### config.mk
export PLATFORM = sky130hd
export DESIGN_NAME = adc_cfg
export DESIGN_NICKNAME = d
export VERILOG_FILES = /design/src/sv/adc_pkg.sv /design/src/sv/adc_cfg.sv
export SDC_FILE = /design/constraint.sdc
export NUM_CORES = 1
export LEC_CHECK = 0
export ABC_AREA = 1
export BUFFER_PORTS_ARGS = -buffer_cell sky130_fd_sc_hd__buf_2
export CELL_PAD_IN_SITES_DETAIL_PLACEMENT = 0
export CELL_PAD_IN_SITES_GLOBAL_PLACEMENT = 2
export CORE_ASPECT_RATIO = 1.5
export CORE_MARGIN = 2
export CORE_UTILIZATION = 35
export DETAILED_ROUTE_END_ITERATION = 12
export HOLD_SLACK_MARGIN = 0.12
export PLACE_DENSITY = 0.84
export SYNTH_ARGS = -nofsm -noshare
export SYNTH_HDL_FRONTEND = slang
export SYNTH_SLANG_ARGS = --single-unit
### constraint.sdc
create_clock -name clk -period 8.8 [get_ports clk]
set_clock_uncertainty 0.2 [all_clocks]
set_input_delay 1.76 -clock clk [delete_from_list [all_inputs] [get_ports clk]]
set_output_delay 1.76 -clock clk [all_outputs]
set_load 0.1 [all_outputs]
### src/sv/adc_pkg.sv
// Shared constants, types and the coverage lookup table for the disc coverage block.
package adc_pkg;

    localparam int SUB          = 5;
    localparam int SUB_AREA     = 25;
    localparam int FULL         = 255;
    localparam int RADIUS_INSET = 2;

    localparam int COORD_W     = 10;
    localparam int SIZE_REG_W  = 11;
    localparam int COV_W       = 8;
    localparam int CNT_W       = 5;
    localparam int ROW_W       = 3;
    localparam int TDATA_IN_W  = 24;
    localparam int TDATA_OUT_W = 8;
    localparam int APB_ADDR_W  = 2;
    localparam int APB_DATA_W  = 32;

    localparam logic [SIZE_REG_W-1:0] SIZE_RESET       = 11'd16;
    localparam logic [APB_ADDR_W-1:0] ADDR_CIRCLE_SIZE = 2'd0;

    typedef logic [COV_W-1:0] cov_lut_t [0:SUB_AREA];

    // count * 255 / 25, truncated, for every possible count
    function automatic cov_lut_t build_cov_lut();
        cov_lut_t lut;
        for (int n = 0; n <= SUB_AREA; n++)
        begin
            lut[n] = COV_W'((n * FULL) / SUB_AREA);
        end
        return lut;
    endfunction

    localparam cov_lut_t COV_LUT = build_cov_lut();

endpackage

### src/sv/adc_cfg.sv
// Configuration register file: circle size plus the derived centre and squared radius.
module adc_cfg #(
    parameter int MAX_SIZE = 1024,
    parameter int CT_W     = 12,
    parameter int RR_W     = 24
) (
    input  logic                              clk,
    input  logic                              rst_n,
    input  logic                              psel,
    input  logic                              penable,
    input  logic                              pwrite,
    input  logic [adc_pkg::APB_ADDR_W-1:0]    paddr,
    input  logic [adc_pkg::APB_DATA_W-1:0]    pwdata,
    output logic [adc_pkg::APB_DATA_W-1:0]    prdata,
    output logic [CT_W-1:0]                   ct,
    output logic [RR_W-1:0]                   rr
);

    localparam int SIZE_W   = $clog2(MAX_SIZE + 1);
    localparam int S5_W     = SIZE_W + 3;
    localparam int S_RESET  = (int'(adc_pkg::SIZE_RESET) > MAX_SIZE) ?
                              MAX_SIZE : int'(adc_pkg::SIZE_RESET);
    localparam int CT_RESET = (S_RESET * adc_pkg::SUB) / 2;
    localparam int R_RESET  = CT_RESET - adc_pkg::RADIUS_INSET;
    localparam int RR_RESET = R_RESET * R_RESET;

    logic [adc_pkg::SIZE_REG_W-1:0] circle_size_reg;
    logic [adc_pkg::SIZE_REG_W-1:0] circle_size_next;
    logic [CT_W-1:0]                ct_reg;
    logic [CT_W-1:0]                ct_next;
    logic [RR_W-1:0]                rr_reg;
    logic [RR_W-1:0]                rr_next;
    logic                           write_en;
    logic [SIZE_W-1:0]              size_eff;
    logic [S5_W-1:0]                size_x5;
    logic [CT_W-1:0]                radius;

    assign write_en = psel & penable & pwrite & (paddr == adc_pkg::ADDR_CIRCLE_SIZE);

    // Derive centre and radius from the value being written so both land together.
    always_comb
    begin
        circle_size_next = write_en ? pwdata[adc_pkg::SIZE_REG_W-1:0] : circle_size_reg;
        if (circle_size_next == '0)
        begin
            size_eff = SIZE_W'(1);
        end
        else if (32'(circle_size_next) > MAX_SIZE)
        begin
            size_eff = SIZE_W'(MAX_SIZE);
        end
        else
        begin
            size_eff = SIZE_W'(circle_size_next);
        end
        size_x5 = (S5_W'(size_eff) << 2) + S5_W'(size_eff);
        ct_next = CT_W'(size_x5 >> 1);
        radius  = ct_next - CT_W'(adc_pkg::RADIUS_INSET);
        rr_next = RR_W'(radius) * RR_W'(radius);
    end

    always_ff @(posedge clk or negedge rst_n)
    begin
        if (!rst_n)
        begin
            circle_size_reg <= adc_pkg::SIZE_RESET;
            ct_reg          <= CT_W'(CT_RESET);
            rr_reg          <= RR_W'(RR_RESET);
        end
        else
        begin
            circle_size_reg <= circle_size_next;
            ct_reg          <= ct_next;
            rr_reg          <= rr_next;
        end
    end

    assign prdata = (paddr == adc_pkg::ADDR_CIRCLE_SIZE) ?
                    adc_pkg::APB_DATA_W'(circle_size_reg) : '0;
    assign ct     = ct_reg;
    assign rr     = rr_reg;

endmodule

* Yosys cells after proc, flatten, opt, wreduce, memory -nomap -nowiden
Index checks and enable logic that the tools add are counted.
** Cells by class
- Multipliers :: 1
- Bitwise operators :: 3
- Multiplexer cells :: 4
- Reduce and logical (&&, ||, !) cells :: 2
- Magnitude comparators :: 1
- Add/subtract/negate cells :: 2
** Operator list (number)
- $mux 11 :: 4
- $mul 12x12->24 :: 1
- $add 13x11->13 :: 1
- $sub 12x2->12 const B :: 1
- $gt 11x11->1 const B :: 1
- $logic_not 11->1 :: 1
- $and 1x1->1 :: 3
- $logic_not 2->1 :: 1
** Word-level totals
- Bits of input ports :: 39
- Register bits :: 47

* Longest topological paths before layout
- Word-level depth :: 10
- Gate-level depth with buffers :: 54

* Worst setup path after synthesis
Ideal clock, no wire load.
- Kind :: input -> register
- Start :: in psel
- End :: reg rr_reg[23], in the netlist rr[23]
- Library setup time :: 116 ps
- Stages :: 49
- Slack :: -785 ps
- Arrival :: 9268 ps
- Path through :: nand2_1 -> nor2_2 -> nand2_1 -> buf_6 -> nand2_1 -> nand2_1 -> nand2_1 -> nor2_1 -> nand3_2 -> nand2_4 -> inv_1 -> nor2_1 -> ha_1 -> fa_1 -> or2_2 -> nand2_1 -> inv_1 -> nor2_1 -> [13 not listed] -> inv_1 -> fa_1 -> ha_1 -> nand2_1 -> inv_1 -> nand4_1 -> o211ai_1 -> inv_1 -> nor2_1 -> nor2_1 -> o21ai_0 -> a21boi_0 -> o21ai_0 -> nand2_1 -> nand2_1 -> a21oi_1 -> nand3_1 -> nand2_1
** Between the ends
- Longest elaborated chain between the ends :: 10
- Elaborated cells on any way between the ends :: 11
** Ends and longest elaborated chain
- start, declared :: RTL line adc_cfg.sv:9 : input logic psel,
- $and 1x1->1 * (3 in a row) :: RTL line adc_cfg.sv:38 : assign write_en = psel & penable & pwrite & (paddr == adc_pkg::ADDR_CIRCLE_SIZE);
- $mux 11 * :: RTL line adc_cfg.sv:43 : circle_size_next = write_en ? pwdata[adc_pkg::SIZE_REG_W-1:0] : circle_size_reg;
- $gt 11x11->1 :: RTL line adc_cfg.sv:48 : else if (32'(circle_size_next) > MAX_SIZE)
- $mux 11 :: RTL line adc_cfg.sv:48
- $mux 11 * :: RTL line adc_cfg.sv:44 : if (circle_size_next == '0)
- $add 13x11->13 * :: RTL line adc_cfg.sv:56 : size_x5 = (S5_W'(size_eff) << 2) + S5_W'(size_eff);
- via size_x5[4] :: RTL line adc_cfg.sv:35 : logic [S5_W-1:0] size_x5;
- $sub 12x2->12 * :: RTL line adc_cfg.sv:58 : radius = ct_next - CT_W'(adc_pkg::RADIUS_INSET);
- $mul 12x12->24 * :: RTL line adc_cfg.sv:59 : rr_next = RR_W'(radius) * RR_W'(radius);
- via rr_next[23] :: RTL line adc_cfg.sv:32 : logic [RR_W-1:0] rr_next;
- end signal, assigned :: RTL line adc_cfg.sv:68 : rr_reg <= RR_W'(RR_RESET);
- end signal, assigned :: RTL line adc_cfg.sv:74 : rr_reg <= rr_next;
- end, declared :: RTL line adc_cfg.sv:31 : logic [RR_W-1:0] rr_reg;
The timed path passes the listed nets; every way through them passes the cells marked *.

* Worst setup path in the final report
- Start :: in penable
- End :: reg rr_reg[16], in the netlist rr[16]
** Between the ends
- Longest elaborated chain between the ends :: 10
- Elaborated cells on any way between the ends :: 11
** Ends and longest elaborated chain
- start, declared :: RTL line adc_cfg.sv:10 : input logic penable,
- $and 1x1->1 * (3 in a row) :: RTL line adc_cfg.sv:38
- $mux 11 * :: RTL line adc_cfg.sv:43
- via circle_size_next, one bit :: RTL line adc_cfg.sv:28 : logic [adc_pkg::SIZE_REG_W-1:0] circle_size_next;
- $gt 11x11->1 :: RTL line adc_cfg.sv:48
- $mux 11 :: RTL line adc_cfg.sv:48
- $mux 11 * :: RTL line adc_cfg.sv:44
- $add 13x11->13 * :: RTL line adc_cfg.sv:56
- via size_x5[3] :: RTL line adc_cfg.sv:35
- $sub 12x2->12 * :: RTL line adc_cfg.sv:58
- $mul 12x12->24 * :: RTL line adc_cfg.sv:59
- via rr_next[16] :: RTL line adc_cfg.sv:32
Marks and branches as above.

==> impl_results.md <==
- Sequential-to-total area share from yosys stat: 0.177
- Area Growth Syn to Fin: 44.0%
- Relative slew slack: 0.273
- CP dominant cell by count: inv_2
- Failing checks: negative setup slack
- Syn Inst Count: 776
- # IOs: 107
- Top post-synthesis cells by area: fa_1 (25%), dfrtp_1 (14%), ha_1 (12%)
- Area leader, netlist: fa_1
- Most frequent cell after synthesis: inv_1
- DRC viols: 0
- Worst slew pin tran: 1.09 ns
- Post-synth top flop: dfrtp_1
- Grt total ovfl: 0
- Critical path type: in2reg
- HPWL after DPL: 12.7 mm
- Peak Freq: 0.109 GHz
- Status: finished with violations
- Final Util: 0.515
- Final RePlAce weighted congestion: 0.814
- Routed len/inst: 12.1 um
- # rows: 60
- Final wirelength: 15.3 mm
- RSZ-0062 raised after global routing: true
- CP Launch Type: input pin
- Max_cap viols: 0
- Share of cells above drive strength 1: 0.457
- Async set-reset flop share out of synthesis: 1.00
- Vias in the first global route: 5862
- Area of the multi-input gates: 4930 sq um
- Die Width: 115 um
- Largest net degree at the start of global routing: 46
- Initial antenna violation count: 0
- CTS tree: done
- Number of synthesized flops with an enable pin: 0
- Root Driver: clkbuf_16
- Final period utilization: 1.05
- Maximum clock path buffer count: 2
- DIE AREA: 19500 sq um
- Core Region: 17900 sq um
- Via-to-Cell Ratio: 4.42
- CTS clock-pin slew for the worst setup and hold paths: 0.07 ns
- Worst Path Arrival: 9.23 ns
- Seq cells post-synth: 45
- CP endpoint kind: flop
- Yosys cell types: 46
- Starting Density: 0.358
- Fin crit period: 9.20 ns
- Max Slew Vio Count: 0
- Largest delay contributor family on the critical path: adder cells
- Storage element area: 1140 sq um
- Nets@finish: 1228
- Cell Area, Synth: 6420 sq um
- Hold Violations, Final: 0
- Final non-filler cell total: 1264
- Sink Count: 45
- Req. time, crit path: 8.82 ns
- Overall Global Routing Usage: 0.168
- Setup Slack @ Placement: -0.958 ns
- Final Setup Violations: 8
- Synth Warn #: 0
- Fin Hold WS: 0.464 ns
- Clock buffer count from CTS: 5
- Slowest cell on crit path: fa_2
- Placed insts: 1215
- Max reg flops: 23
- Share of Yosys cell area claimed by the top area cell type: 0.249
- Crit path buffers/inverters: 15
- Worst Hold Class: reg2reg
- FILL cells: 1701
- Commonest cells post-synth: inv_1 (182), nand2_1 (102), nor2_1 (91)
- First-pass GRT wire length: 26.1 mm
- Fin worst setup slack: -0.404 ns
- Antenna cell count: 0
- Port bufs: 63
- DRT Pass-1 Iters: 4
- Clk_lat worst skew: 0.29 ns
- Largest incremental delay on the critical path: 0.61 ns
- Crit path max fanout: 6
- Synthesized area per cell: 8.27 sq um
- H-tree depth: 2
- Height of the die: 170 um
- Post-DRT Antenna Nets: 0
- Vias: 5584
- Initial DRC count: 118
## path summary, 6_finish.rpt
path | startpoint | endpoint | slack, ns | cells past startpoint
setup / recovery | penable | rr[16] | -0.40 | 50
hold / removal | circle_size_reg[10] | circle_size_reg[10] | 0.46 | 3
setup reg to reg | circle_size_reg[4] | rr[16] | 1.11 | 45
hold reg to reg | circle_size_reg[10] | circle_size_reg[10] | 0.46 | 3
max in group asynchronous | rst_n | rr[9] | 6.26 | 1
min in group asynchronous | rst_n | ct[8] | 1.47 | 1
## layout make-up
cell class | count | area share
clock buffers | 7 | 0.0165
clock inverters | 1 | 0.000541
inverters | 194 | 0.0804
multi-input cells | 524 | 0.533
flip-flops and latches | 45 | 0.123
well taps | 217 | 0.0294
repair buffers | 276 | 0.217
## through the flow
stage                     instance area, sq um  setup TNS (ns)
after floorplan                           6710          -0.332
after global placement                    8350           -6.28
after detailed placement                  8350           -6.72
after CTS                                 8810           -2.02
after global routing                      9240           -5.77
final                                     9240           -1.79
## logic make-up after synthesis
| logic type | count (synthesis) | synth area share |
|---|---|---|
| AND/OR/NAND/NOR | 289 | 0.223 |
| buffers and inverters | 228 | 0.153 |
| adder cells (fa/ha/maj) | 143 | 0.372 |
| AO/OA/AOI/OAI | 48 | 0.0442 |
| flip-flops | 45 | 0.177 |
| XOR/XNOR | 22 | 0.0300 |
| other | 1 | 0.000584 |
## metal layers
| metal | GRT usage | vias to the layer above | wire length, um |
|---|---|---|---|
| met5 | 0 | - | 0 |
| met3 | 0.0128 | 18 | 287 |
| met1 | 0.177 | 2662 | 5690 |
| met2 | 0.342 | 84 | 8970 |
| met4 | 0.0498 | 0 | 357 |
| li1 | - | 2820 | - |
## tightest hold or removal path, stage by stage (launching register included)
cell and delay (ns):
dfrtp_1 0.35, nand2_2 0.07, nand2_4 0.07, buf_4 0.13
## layout by cell type (no fill, tap or decap), types with 8 or more instances in the layout
master,n
inv_2,31
nand2_1,73
buf_4,200
nor2_1,63
nor2_2,16
xor2_1,16
ha_1,53
buf_2,60
inv_1,159
nor2_4,25
nand2_4,16
dfstp_2,8
fa_1,73
nand3_2,9
conb_1,22
nand3_1,17
dfrtp_1,37
a21oi_1,18
nand2_2,42
ha_4,10
buf_6,14
## timing repair
action | 4_1_cts | 5_1_grt
hold buffers | 0 | 0
gates resized for setup | 41 | 75
pin swaps | 15 | 101
gates cloned | 1 | 1
hold endpoints to repair | 0 | 0
endpoints found under the setup margin | 11 | 13
setup buffers | 18 | 21
Power is left out: the tool's default activity adds up to more than one toggle a clock period on the data nets, which glitch-free logic cannot reach.
